==> src/sv/clipped_span_write_generator_assert.svh <==
// ---------------------------------------------------------------------------
// Assertion macros for the clipped span write generator
// Clocked on clk, disabled while rst is high.
// ---------------------------------------------------------------------------
`ifndef CLIPPED_SPAN_WRITE_GENERATOR_ASSERT_SVH
`define CLIPPED_SPAN_WRITE_GENERATOR_ASSERT_SVH

// same-cycle implication
`define CSWG_ASSERT_NOW(label, ante, cons, msg) \
  label: assert property (@(posedge clk) disable iff (rst) (ante) |-> (cons)) \
    else $error(msg);

// next-cycle implication
`define CSWG_ASSERT_NEXT(label, ante, cons, msg) \
  label: assert property (@(posedge clk) disable iff (rst) (ante) |=> (cons)) \
    else $error(msg);

`endif

==> src/sv/cswg_pkg.sv <==
// ---------------------------------------------------------------------------
// cswg_pkg
// Types and constants of the clipped span write generator.
// ---------------------------------------------------------------------------
`timescale 1ns / 1ps

package cswg_pkg;

  localparam int MAX_SIDE       = 64;
  localparam int COLOR_BITS     = 24;
  localparam int COORD_BITS     = $clog2(MAX_SIDE);
  localparam int ADDR_BITS      = 2 * COORD_BITS;
  localparam int SIDE_BITS      = 7;
  localparam int REM_BITS       = COORD_BITS + 1;
  localparam int POS_BITS       = 16;
  localparam int SUM_BITS       = POS_BITS + 1;
  localparam int CFG_INDEX_BITS = 1;

  localparam logic [1:0] OP_PIXEL = 2'd0;
  localparam logic [1:0] OP_HLINE = 2'd1;
  localparam logic [1:0] OP_VLINE = 2'd2;

  localparam logic [CFG_INDEX_BITS-1:0] CFG_FRAME_WIDTH  = 1'd0;
  localparam logic [CFG_INDEX_BITS-1:0] CFG_FRAME_HEIGHT = 1'd1;

  localparam logic [SIDE_BITS-1:0] FRAME_WIDTH_RESET  = 7'd32;
  localparam logic [SIDE_BITS-1:0] FRAME_HEIGHT_RESET = 7'd8;

  typedef struct packed {
    logic [1:0]                   operation;
    logic signed [POS_BITS-1:0]   x_pos;
    logic signed [POS_BITS-1:0]   y_pos;
    logic signed [POS_BITS-1:0]   span_length;
    logic [COLOR_BITS-1:0]        pixel_color;
  } cmd_t;

  typedef struct packed {
    logic [ADDR_BITS-1:0]  write_address;
    logic [COLOR_BITS-1:0] write_color;
    logic                  last_write;
  } wr_t;

endpackage

==> src/sv/clipped_span_write_generator.sv <==
// ---------------------------------------------------------------------------
// clipped_span_write_generator
// Turns a pixel, horizontal or vertical span command into clipped
// frame-buffer writes, one beat per surviving pixel, last one marked.
//
//   channel  dir  handshake          beat
//   cmd      in   cmd_valid/stall    cmd_t: op, x, y, length, color
//   wr       out  wr_valid/stall     wr_t: address, color, last
//   cfg      in   cfg_valid/ready    index, 7-bit frame side
//
// A command passes span sum and clip, then a shift-add row*width multiply
// on the shared address adder, then steps the address once per write on
// that same adder; a rejected command goes back to idle after clip.
// cmd_stall is high from acceptance until the last write is registered or the command is rejected.
// wr_stall holds the output register and, in the emit state, the sequencer with it.
// rst is synchronous; frame sides return to 32 x 8.
// ---------------------------------------------------------------------------
`timescale 1ns / 1ps

module clipped_span_write_generator (
  input  logic                                   clk,
  input  logic                                   rst,
  input  logic                                   cmd_valid,
  output logic                                   cmd_stall,
  input  cswg_pkg::cmd_t                         cmd,
  output logic                                   wr_valid,
  input  logic                                   wr_stall,
  output cswg_pkg::wr_t                          wr,
  input  logic                                   cfg_valid,
  output logic                                   cfg_ready,
  input  logic [cswg_pkg::CFG_INDEX_BITS-1:0]    cfg_index,
  input  logic [cswg_pkg::SIDE_BITS-1:0]         cfg_data
);

  localparam int MUL_CNT_BITS = $clog2(cswg_pkg::COORD_BITS);
  localparam int SB = cswg_pkg::SIDE_BITS;
  localparam int AB = cswg_pkg::ADDR_BITS;
  localparam int CB = cswg_pkg::COORD_BITS;
  localparam int UB = cswg_pkg::SUM_BITS;
  localparam int RB = cswg_pkg::REM_BITS;

  typedef enum logic [4:0] {
    ST_IDLE = 5'b00001,
    ST_SUM  = 5'b00010,
    ST_CLIP = 5'b00100,
    ST_MUL  = 5'b01000,
    ST_EMIT = 5'b10000
  } state_t;

  state_t                  state;
  cswg_pkg::cmd_t          cmd_q;
  cswg_pkg::wr_t           wr_q;
  logic                    wr_q_valid;
  logic [SB-1:0]           frame_width;
  logic [SB-1:0]           frame_height;
  logic signed [UB-1:0]    span_end;
  logic                    fixed_ok;
  logic                    op_ok;
  logic [AB-1:0]           current_address;
  logic [RB-1:0]           writes_remaining;
  logic [SB-1:0]           address_step;
  logic [AB-1:0]           mul_operand;
  logic [CB-1:0]           row_shift;
  logic [MUL_CNT_BITS-1:0] mul_cnt;

  logic [SB-1:0]           side_w;
  logic [SB-1:0]           side_h;
  logic                    is_v;
  logic signed [cswg_pkg::POS_BITS-1:0] pos;
  logic signed [cswg_pkg::POS_BITS-1:0] fixed;
  logic signed [cswg_pkg::POS_BITS-1:0] len;
  logic signed [UB-1:0]    pos_s;
  logic signed [UB-1:0]    fixed_s;
  logic signed [UB-1:0]    side_s;
  logic signed [UB-1:0]    fside_s;
  logic signed [UB-1:0]    lo;
  logic signed [UB-1:0]    hi;
  logic signed [UB:0]      cnt;
  logic                    clip_ok;
  logic [CB-1:0]           start;
  logic [AB-1:0]           addend;
  logic [AB-1:0]           sum;
  logic                    emit_load;

  assign side_w = (frame_width > SB'(cswg_pkg::MAX_SIDE)) ? SB'(cswg_pkg::MAX_SIDE)
                                                          : frame_width;
  assign side_h = (frame_height > SB'(cswg_pkg::MAX_SIDE)) ? SB'(cswg_pkg::MAX_SIDE)
                                                           : frame_height;

  // a pixel is a horizontal span of length one
  assign is_v    = (cmd_q.operation == cswg_pkg::OP_VLINE);
  assign pos     = is_v ? cmd_q.y_pos : cmd_q.x_pos;
  assign fixed   = is_v ? cmd_q.x_pos : cmd_q.y_pos;
  assign len     = (cmd_q.operation == cswg_pkg::OP_PIXEL) ? 16'sd1 : cmd_q.span_length;
  assign pos_s   = {pos[cswg_pkg::POS_BITS-1], pos};
  assign fixed_s = {fixed[cswg_pkg::POS_BITS-1], fixed};
  assign side_s  = $signed({{(UB-SB){1'b0}}, (is_v ? side_h : side_w)});
  assign fside_s = $signed({{(UB-SB){1'b0}}, (is_v ? side_w : side_h)});

  always_comb begin
    if (len[cswg_pkg::POS_BITS-1]) begin
      lo = span_end;
      hi = pos_s;
    end else begin
      lo = pos_s[UB-1] ? '0 : pos_s;
      hi = (span_end > side_s) ? side_s : span_end;
    end
  end

  assign cnt     = {hi[UB-1], hi} - {lo[UB-1], lo};
  assign clip_ok = op_ok && fixed_ok && !span_end[UB-1] && !(pos_s >= side_s) &&
                   (cnt > 0);
  assign start   = lo[CB-1:0];

  // shared address adder: shift-add multiply, then address stepping
  assign addend = (state == ST_MUL) ? (row_shift[0] ? mul_operand : '0)
                                    : {{(AB-SB){1'b0}}, address_step};
  assign sum    = current_address + addend;

  assign emit_load = (state == ST_EMIT) && (!wr_valid || !wr_stall);

  assign cmd_stall = (state != ST_IDLE);
  assign wr_valid  = wr_q_valid;
  assign wr        = wr_q;
  assign cfg_ready = 1'b1;

  always_ff @(posedge clk) begin
    if (rst) begin
      frame_width  <= cswg_pkg::FRAME_WIDTH_RESET;
      frame_height <= cswg_pkg::FRAME_HEIGHT_RESET;
    end else if (cfg_valid) begin
      unique case (cfg_index)
        cswg_pkg::CFG_FRAME_WIDTH:  frame_width  <= cfg_data;
        cswg_pkg::CFG_FRAME_HEIGHT: frame_height <= cfg_data;
      endcase
    end
  end

  always_ff @(posedge clk) begin
    if (rst) begin
      state            <= ST_IDLE;
      wr_q_valid       <= 1'b0;
      current_address  <= '0;
      writes_remaining <= '0;
      address_step     <= '0;
    end else begin
      if (emit_load) begin
        wr_q_valid <= 1'b1;
      end else if (!wr_stall) begin
        wr_q_valid <= 1'b0;
      end
      unique case (state)
        ST_IDLE: begin
          if (cmd_valid) begin
            cmd_q <= cmd;
            state <= ST_SUM;
          end
        end
        ST_SUM: begin
          span_end <= pos_s + {len[cswg_pkg::POS_BITS-1], len};
          fixed_ok <= !fixed_s[UB-1] && (fixed_s < fside_s);
          op_ok    <= (cmd_q.operation == cswg_pkg::OP_PIXEL) ||
                      (cmd_q.operation == cswg_pkg::OP_HLINE) ||
                      (cmd_q.operation == cswg_pkg::OP_VLINE);
          state    <= ST_CLIP;
        end
        ST_CLIP: begin
          if (clip_ok) begin
            writes_remaining <= cnt[RB-1:0];
            row_shift        <= is_v ? start : cmd_q.y_pos[CB-1:0];
            current_address  <= {{(AB-CB){1'b0}}, (is_v ? cmd_q.x_pos[CB-1:0] : start)};
            mul_operand      <= {{(AB-SB){1'b0}}, side_w};
            address_step     <= is_v ? side_w : SB'(1);
            mul_cnt          <= '0;
            state            <= ST_MUL;
          end else begin
            state <= ST_IDLE;
          end
        end
        ST_MUL: begin
          current_address <= sum;
          row_shift       <= row_shift >> 1;
          mul_operand     <= mul_operand << 1;
          mul_cnt         <= mul_cnt + MUL_CNT_BITS'(1);
          if (mul_cnt == MUL_CNT_BITS'(CB - 1)) begin
            state <= ST_EMIT;
          end
        end
        ST_EMIT: begin
          if (emit_load) begin
            wr_q.write_address <= current_address;
            wr_q.write_color   <= cmd_q.pixel_color;
            wr_q.last_write    <= (writes_remaining == RB'(1));
            current_address    <= sum;
            writes_remaining   <= writes_remaining - RB'(1);
            if (writes_remaining == RB'(1)) begin
              state <= ST_IDLE;
            end
          end
        end
        default: state <= ST_IDLE;
      endcase
    end
  end

  `include "clipped_span_write_generator_assert.svh"

  `CSWG_ASSERT_NEXT(a_stall_hold, wr_valid && wr_stall, wr_valid && $stable(wr), "beat moved")
  `CSWG_ASSERT_NOW(a_emit_pending, state == ST_EMIT, writes_remaining != '0, "emit state with no writes left")
  `CSWG_ASSERT_NOW(a_mul_pending, state == ST_MUL, writes_remaining != '0, "multiply started for an empty span")
  `CSWG_ASSERT_NOW(a_more_follow, wr_valid && !wr.last_write, state == ST_EMIT, "non-last beat with sequencer not emitting")

endmodule
==> config.mk <==
export PLATFORM = sky130hd
export DESIGN_NAME = clipped_span_write_generator
export DESIGN_NICKNAME = d
export VERILOG_FILES = /design/src/sv/cswg_pkg.sv /design/src/sv/clipped_span_write_generator.sv
export VERILOG_INCLUDE_DIRS = /design/src /design/src/sv
export SDC_FILE = /design/constraint.sdc
export NUM_CORES = 1
export LEC_CHECK = 0
export ABC_AREA = 0
export BUFFER_PORTS_ARGS = -buffer_cell sky130_fd_sc_hd__clkbuf_2
export CAP_MARGIN = 0
export CORE_AREA = 8 8 146 148
export DETAILED_ROUTE_END_ITERATION = 16
export DIE_AREA = 0 0 154 156
export GPL_TIMING_DRIVEN = 0
export PLACE_DENSITY = 0.82
export SLEW_MARGIN = 20
export SYNTH_ARGS = -nofsm -noshare
export SYNTH_HDL_FRONTEND = slang
export SYNTH_SLANG_ARGS = --single-unit
export TNS_END_PERCENT = 10
==> constraint.sdc <==
create_clock -name clk -period 9.8 [get_ports clk]
set_clock_uncertainty 0.05 [all_clocks]
set_input_delay 0 -clock clk [delete_from_list [all_inputs] [get_ports clk]]
set_output_delay 0 -clock clk [all_outputs]
set_load 0.05 [all_outputs]
======== Yosys cells after proc, flatten, opt, wreduce, memory -nomap -nowiden ========
Index checks and enable logic that the tools add are counted.
cells by class
  $lt $le $gt $ge ......................... 6
  muxes and demuxes ....................... 36
  bitwise gates (word level) .............. 2
  reduce and logical (&&, ||, !) cells .... 28
  equality and inequality tests ........... 16
  $add $sub $neg .......................... 5
operators with widths
  kind                 number
  $mux 12              5
  $mux 17              3
  $mux 7               7
  $mux 16              3
  $pmux 12 s3          1
  $pmux 5 s5           1
  $pmux 12 s2          1
  $mux 5               4
  $gt 18x1->1 const B  1
  $mux 6               3
  $sub 17x17->18       1
  $add 16x16->17       1
  $gt 17x8->1          1
  $ge 16x8->1          1
  $lt 16x8->1          1
  $mux 15              1
  $reduce_and 3->1     5
  $gt 7x7->1 const B   2
  $pmux 7 s2           1
  $add 12x12->12       1
  $pmux 6 s2           1
  $reduce_and 2->1     4
  $eq 7x1->1 const B   1
  $sub 7x1->7 const B  1
  other kinds (24)     42
storage, ports and cells
  word-level logic and storage cells ...... 114
  bits in registers ....................... 197
  bits of input ports ..................... 87

======== Depth between registers and ports, before layout ========
Gate-level depths: netlist (run 1).
  depth in word-level cells ............... 11
  gate-level depth with buffers ........... 29
  depth with buffers taken out ............ 24

======== Worst setup path after synthesis (run 1) ========
Ideal clock, no wire load.
  path kind ............................... reg-to-reg
  from .................................... register cmd_q[72] in the netlist's numbering
  to ...................................... register mul_cnt[0], enable pin
  slack ................................... 2.151 ns
  path buffers ............................ 4
  stages on the path, launching flop included .. 29
  library setup time ...................... 0.432 ns
  data arrival time ....................... 7.167 ns
  clock period less this slack ............ 7.649 ns
  cells stage by stage .................... edfxtp_1 nor2b_1 buf_2 clkbuf_1 clkbuf_1 nor2_1 a31oi_1 ha_1 nor2b_1 o21a_1 o21a_1 o21a_1 o21a_1 o21ai_0 a221o_1 clkbuf_1 mux2_2 a21oi_1 ha_1 fa_1 nor2b_1 o31a_4 a41oi_4 a31oi_1 o2111ai_1 and4bb_1 nand4_1 nand2_1 a211oi_1
on the way
  longest elaborated chain between the ends .. 10
  elaborated cells between the ends (all ways) .. 18
  those cells by class .................... 1 x add/sub; 3 x order compare; 2 x eq/ne; 7 x mux; 5 x reduce/logical
ends and longest elaborated chain
  element                       line                                 source
  start: declaration            clipped_span_write_generator.sv:51   cswg_pkg::cmd_t cmd_q;
  start signal: assignment      clipped_span_write_generator.sv:155  cmd_q <= cmd;
  $eq 2x2->1                    clipped_span_write_generator.sv:91   assign is_v = (cmd_q.operation == cswg_pkg::OP_VLINE);
  $mux 7                        clipped_span_write_generator.sv:97   assign side_s = $signed({{(UB-SB){1'b0}}, (is_v ? side_h : side_w)});
  $gt 17x8->1                   clipped_span_write_generator.sv:106  hi = (span_end > side_s) ? side_s : span_end;
  $mux 17                       clipped_span_write_generator.sv:106
  $mux 17                       clipped_span_write_generator.sv:101  if (len[cswg_pkg::POS_BITS-1]) begin
  $sub 17x17->18                clipped_span_write_generator.sv:110  assign cnt = {hi[UB-1], hi} - {lo[UB-1], lo};
  $gt 18x1->1                   clipped_span_write_generator.sv:112  (cnt > 0);
  $logic_and 1x1->1 *           clipped_span_write_generator.sv:111  assign clip_ok = op_ok && fixed_ok && !span_end[UB-1] && !(pos_s >= side_s) &&
  $ne 2x2->1 (no line) *        n/a
  $reduce_and 3->1 (no line) *  n/a
  end signal: assignment        clipped_span_write_generator.sv:184  mul_cnt <= mul_cnt + MUL_CNT_BITS'(1);
  end: declaration              clipped_span_write_generator.sv:64   logic [MUL_CNT_BITS-1:0] mul_cnt;
Mark *: on every way between the ends. The rest lies on a longest branch, timed or not.
A chain may end at the register's enable or synchronous reset.

======== Worst setup path after layout (run 1) ========
  from .................................... register cmd_q[72] in the netlist's numbering
  to ...................................... register mul_operand[6], enable pin
on the way
  longest elaborated chain between the ends .. 10
  elaborated cells between the ends (all ways) .. 18
  those cells by class .................... 1 x add/sub; 3 x order compare; 2 x eq/ne; 7 x mux; 5 x reduce/logical
ends and longest elaborated chain
  element                       line                                 source
  $eq 2x2->1                    clipped_span_write_generator.sv:91
  $mux 7                        clipped_span_write_generator.sv:97
  $gt 17x8->1                   clipped_span_write_generator.sv:106
  $mux 17                       clipped_span_write_generator.sv:106
  $mux 17                       clipped_span_write_generator.sv:101
  $sub 17x17->18                clipped_span_write_generator.sv:110
  $gt 18x1->1                   clipped_span_write_generator.sv:112
  $logic_and 1x1->1 *           clipped_span_write_generator.sv:111
  $ne 2x2->1 (no line) *        n/a
  $reduce_and 3->1 (no line) *  n/a
  end signal: assignment        clipped_span_write_generator.sv:172  mul_operand <= {{(AB-SB){1'b0}}, side_w};
  end signal: assignment        clipped_span_write_generator.sv:183  mul_operand <= mul_operand << 1;
  end: declaration              clipped_span_write_generator.sv:62   logic [AB-1:0] mul_operand;
Marks and branches as above.

==> run_results.csv, run 1 <==
group,metric,value,unit
timing,finalCritPeriodShare,81.2,%
detailed_routing,wirelength,28800,um
finish,multi_input_area,5150,um2
logic_synthesis,ys_seq_elements,197,
run_status,status,"finished clean",
timing,final_hold_viol_count,0,
logic_synthesis,yosys-top-cells-area,"edfxtp_1 (41%), dfxtp_1 (8.4%), ha_1 (7.8%)",
finish,antenna_cells,0,
timing,slew_headroom,37.6,%
logic_synthesis,synthTopCellsByCount,"edfxtp_1 (151), nand2_1 (102), nor2_1 (83)",
logic_synthesis,synth_edf_count,151,
finish,fillerInstances,1297,
placement,place_area,12000,um2
floorplan,dieArea,24000,um2
setup_path,cp-end-kind,"register",
logic_synthesis,synth-main-ff-cell,"edfxtp_1",
detailed_routing,drt_iter0_markers,780,
finish,area_growth_syn_to_layout,23.3,%
clocking,clock-root-buffer,"clkbuf_16",
power,powerDensity,150,nW/um2
finish,nets,1449,
logic_synthesis,yosys.area.top_type,"edfxtp_1",
setup_path,critPathKind,"reg -> reg",
global_routing,antenna_found_initial,0,
setup_path,arrival,8.05,ns
detailed_routing,wl_per_cell,18.7,um
setup_path,rrSetupSlack,1.85,ns
clocking,numCtsBuffers,17,
setup_path,crit_top_cell,"o21a_1",
logic_synthesis,synth_top_area_share,41.4,%
flow_run,max_cap_violations,0,
global_routing,track_usage,23.7,%
placement,io_buffers,123,
clocking,worstSkewPairLatency,0.44,ns
floorplan,start_util,57.3,%
finish,area.sequential,5460,um2
placement,dp_hpwl,19700,um
timing,setup_viol,0,
floorplan,coreArea,19100,um2
logic_synthesis,synthCells,1050,
power,power_leakage,5.42,nW
detailed_routing,drc,0,
logic_synthesis,postSynth.asyncResetShare,0,%
detailed_routing,dr.pass1.iters,5,
setup_path,worstPathMaxFanout,11,
logic_synthesis,ys_types,85,
worst_hold_path,hold_path.class,"in -> reg",
setup_path,crit_path_start_kind,"register",
clocking,cts_setup_buffers,0,
timing,drv_slew,0,
detailed_routing,vias_per_cell,5.91,
global_routing,grt.overflow.total,0,
floorplan,die_h,156,um
clocking,cts.clk_slew.worst_paths,0.08,ns
logic_synthesis,syn_avg_cell_area,10.4,um2
setup_path,crit_slowest_cell,"clkbuf_1",
setup_path,cp_slowest_stage_delay,0.56,ns
detailed_routing,vias,9106,
timing,worst_pin_slew,0.928,ns
finish,finalInstanceArea,13500,um2
timing,fmaxAchievable,0.126,GHz
finish,drive_above_1_share,17.0,%
timing,final.setup.tns,0,ns
floorplan,io-pin-count,127,
placement,gp_congestion,0.919,
setup_path,cp.required,9.90,ns
logic_synthesis,synth_area,10900,um2
timing,period_needed,7.95,ns
global_routing,grt_pass1_vias,8870,
floorplan,rows,51,
detailed_routing,ant_nets,0,
clocking,cts-resized-gates,0,
logic_synthesis,synth_nets,1208,
logic_synthesis,synth-seq-area-share,49.9,%
logic_synthesis,yosysMostFrequentCell,"edfxtp_1",
clocking,cts_tree,"done",
clocking,clockBufferDepth,2,
timing,grt_setup_unrepaired,"no",
global_routing,grt_max_degree,24,
clocking,h-tree-depth,4,
clocking,cts_sinks,197,
global_routing,grt_pass1_wl,45800,um
floorplan,die_x,154,um
power,peakVddDrop,0.000128,V
logic_synthesis,ys_warn_count,0,
## metal layers
layer | share of wire (%) | global-route usage, %
met1 | 42 | 28.9
met2 | 47 | 39.9
met3 | 8.1 | 5.46
met4 | 2.9 | 9.99
met5 | 0 | 0
## path summary, 6_finish.rpt
kind	startpoint	cells after the start	end
max	cmd_q[72]	29	mul_operand[6]
min	cmd[66]	2	cmd_q[66]
max reg2reg	cmd_q[72]	29	mul_operand[6]
min reg2reg	cmd_q[1]	0	wr[2]
## kinds of logic (layout without fill, tap and decap cells)
family                     after synthesis  in the layout  synth area share (%)
DFF                                    197            197                  49.9
and+or+nand+nor                        382            382                  17.3
AOI/OAI and AO/OA                      240            240                  14.9
xor gates and xnor gates                29             29                  2.32
muxes                                   41             41                  3.93
other                                    1              1                0.0343
adders and majority gates               71             71                  8.33
buffers and inverters                   89            343                  3.35
## state kept, by name, indices dropped and copies added (netlist names), 3 cells and up
name,flops
row_shift,6
wr,37
span_end,17
state,5
mul_cnt,3
frame_height,7
cmd_q,74
writes_remaining,7
current_address,12
address_step,7
mul_operand,12
frame_width,7
## placed cells by master, fill, tap and decap left out, drive strengths merged, types with 10 or more instances in the layout
master / n
o21a: 13
buf: 26
nor2: 83
dfxtp: 46
a211oi: 11
nor3: 39
ha: 68
and3: 10
inv: 47
edfxtp: 151
clkbuf: 172
mux2: 10
xor2: 12
xnor2: 17
o21ai: 53
a31oi: 11
nand2b: 28
nand3: 47
a21o: 12
a21oi: 81
nor2b: 26
dlygate4sd3: 89
mux2i: 31
nand2: 102
## report_power, final
group          switching (mW)  internal (mW)  leakage, nW
Sequential             0.0114          0.925         1.76
Combinational           0.194          0.149         3.37
Clock                   0.333          0.410        0.293
## area by class of cell
| class | count | share of cell area (%) |
|---|---|---|
| Buffer | 47 | 1.55 |
| Multi-Input combinational cell | 764 | 38.2 |
| Inverter | 42 | 1.17 |
| Clock inverter | 14 | 1.39 |
| Sequential cell | 197 | 40.4 |
| Clock buffer | 18 | 3.18 |
| Tap cell | 238 | 2.21 |
| Timing Repair Buffer | 222 | 11.9 |
## what timing repair did
action,4_1_cts,5_1_grt
endpoints found under the setup margin,0,0
hold endpoints to repair,95,0
hold buffers,89,0
## worst max-delay path, delay by kind of cell (launching register included)
kind | cells | cell delay [ns]
AO/OA/AOI/OAI | 13 | 2.96
buffers and inverters | 5 | 1.86
AND/OR/NAND/NOR | 7 | 1.11
adder cells (fa/ha/maj) | 3 | 0.97
flip-flops | 1 | 0.45
multiplexers | 1 | 0.23
## per-stage QoR
step	cells	utilization, %	hold WS (ns)	setup WS [ns]	total power, mW
after floorplan	1050	-	0.0489	2.15	1.18
after CTS	1542	70.7	0.211	1.96	2.01
after global routing	1542	70.7	0.222	1.41	2.09
after detailed placement	1421	62.8	0.129	1.99	1.26
after global placement	1411	62.1	0.127	0.520	1.25
final	1542	70.7	0.220	1.85	2.02
(Power assumes the default switching activity.)
==> run 2, diff against run 1 <==
CORE_AREA = 8 8 153 155   (was 8 8 146 148)
DIE_AREA = 0 0 161 163   (was 0 0 154 156)
PLACE_DENSITY = 0.79   (was 0.82)
clock period = 6.5 ns   (was 9.8 ns; I/O delays follow)
==> run 2 against run 1 <==
Power rose by 48%. Critical path depth is the same. Sequential power rose by 51%. Via count hardly changed. Cell area grew 1.8%. Highest routed layer unchanged.
==> run_results.csv, run 2 (synthesis results as in run 1) <==
group,metric,value,unit
finish,final_cells,1595,
setup_path,worstPathMaxFanout,10,
finish,fillerInstances,1585,
detailed_routing,drt_iter0_markers,852,
placement,io_buffers,123,
placement,dp_cells,1455,
power,powerDensity,218,nW/um2
floorplan,die_x,161,um
clocking,h-tree-depth,4,
worst_hold_path,hold_path.class,"in -> reg",
run_status,status,"finished clean",
timing,final_hold_viol_count,0,
detailed_routing,drc,0,
global_routing,antenna_found_initial,0,
finish,area_growth_syn_to_layout,25.6,%
clocking,clockBufferDepth,2,
global_routing,grt.overflow.total,0,
finish,largest_reg_flops,74,
placement,gp_congestion,0.921,
clocking,worstSkewPairLatency,0.44,ns
finish,antenna_cells,0,
global_routing,grt_pass1_vias,8800,
setup_path,reg2reg_depth,29,
timing,slew_headroom,36.8,%
timing,worst_pin_slew,0.941,ns
finish,final_common_cell,"edfxtp_1",
finish,layout_common_cells,"edfxtp_1 (151), clkbuf_2 (123), nand2_1 (101), dlygate4sd3_1 (88), nor2_1 (82)",
setup_path,crit_slowest_cell,"edfxtp_1",
timing,final.setup.tns,0,ns
timing,period_needed,6.30,ns
finish,nets,1465,
timing,fmaxAchievable,0.159,GHz
finish,regMostFlops,"cmd_q",
finish,finalInstanceArea,13700,um2
global_routing,track_usage,21.5,%
floorplan,coreArea,20800,um2
setup_path,cp-end-kind,"register",
detailed_routing,dr.pass1.iters,5,
timing,drv_slew,0,
power,peakVddDrop,0.000178,V
setup_path,crit_path_start_kind,"register",
floorplan,dieArea,26200,um2
detailed_routing,vias,9102,
detailed_routing,vias_per_cell,5.71,
worst_hold_path,worstHoldPathCells,2,
detailed_routing,wl_per_cell,17.8,um
setup_path,arrival,6.57,ns
setup_path,cp.required,6.77,ns
power,power_leakage,5.52,nW
placement,dp_hpwl,19900,um
clocking,clock-root-buffer,"clkbuf_16",
clocking,numCtsBuffers,17,
clocking,cts_sinks,197,
floorplan,rows,53,
timing,setup_viol,0,
flow_run,max_cap_violations,0,
setup_path,critPathKind,"reg -> reg",
setup_path,cp_slowest_stage_delay,0.44,ns
detailed_routing,ant_nets,0,
floorplan,io-pin-count,127,
power,p_total,2.99,mW
timing,finalCritPeriodShare,96.9,%
floorplan,start_util,52.5,%
finish,drive_above_1_share,18.9,%
placement,place_area,12000,um2
detailed_routing,wirelength,28400,um
floorplan,die_h,163,um
setup_path,crit_top_cell,"o21a_1",
global_routing,grt_max_degree,32,
global_routing,grt_pass1_wl,45400,um
clocking,cts_tree,"done",
clocking,cts.clk_slew.worst_paths,0.08,ns
-- run 2: final cells by class --
cell class | count | area, um2 | area share, %
Clock buffer | 18 | 429 | 3.12
Multi-Input combinational cell | 765 | 5210 | 37.9
Timing Repair Buffer | 239 | 1750 | 12.8
Clock inverter | 14 | 160 | 1.17
Sequential cell | 197 | 5460 | 39.7
Tap cell | 275 | 344 | 2.50
Buffer | 45 | 229 | 1.67
Inverter | 42 | 158 | 1.15
-- run 2: worst paths after layout --
check	end	startpoint	slack, ns
setup / recovery	current_address[10]	cmd_q[72]	0.20
hold / removal	cmd_q[45]	cmd[45]	0.22
setup reg to reg	current_address[10]	cmd_q[72]	0.20
hold reg to reg	wr[20]	cmd_q[19]	0.37
-- run 2: where the power goes --
part	internal, mW	total, mW	switching, mW
Combinational	0.233	0.527	0.294
Clock	0.549	1.05	0.504
Sequential	1.39	1.41	0.0163
Total	2.18	2.99	0.814
-- run 2: worst max-delay path: cells and delay by family (launching register included) --
family / cells / cell delay [ns]
AOI/OAI and AO/OA: 11 / 2.06
buffers and inverters: 5 / 0.86
DFF: 1 / 0.44
muxes: 2 / 0.68
and+or+nand+nor: 8 / 1.37
adders and majority gates: 3 / 0.73
-- run 2: timing repair --
item	CTS	global route
pin swaps	4	4
cloned	1	0
hold endpoints to repair	95	0
gates resized for setup	11	10
buffers inserted	8	13
hold buffers	88	0
endpoints found under the setup margin	49	48
-- run 2: per-layer routing --
layer  wire (um)  vias up  GRT usage (%)
met1       11800     4239           26.9
li1            -     4379              -
met5           0        -              0
met4         869        0           8.67
met3        2420       56           4.85
met2       13300      428           35.7
-- run 2: through the flow --
stage | util [%] | worst slack (ns) | hold WS [ns]
after floorplan | - | 0.0444 | 0.0489
after global placement | 57.2 | -1.20 | 0.127
after detailed placement | 57.8 | -1.29 | 0.129
after CTS | 65.4 | 0.000505 | 0.207
after global routing | 66.0 | -0.0641 | 0.213
final | 66.0 | 0.200 | 0.220
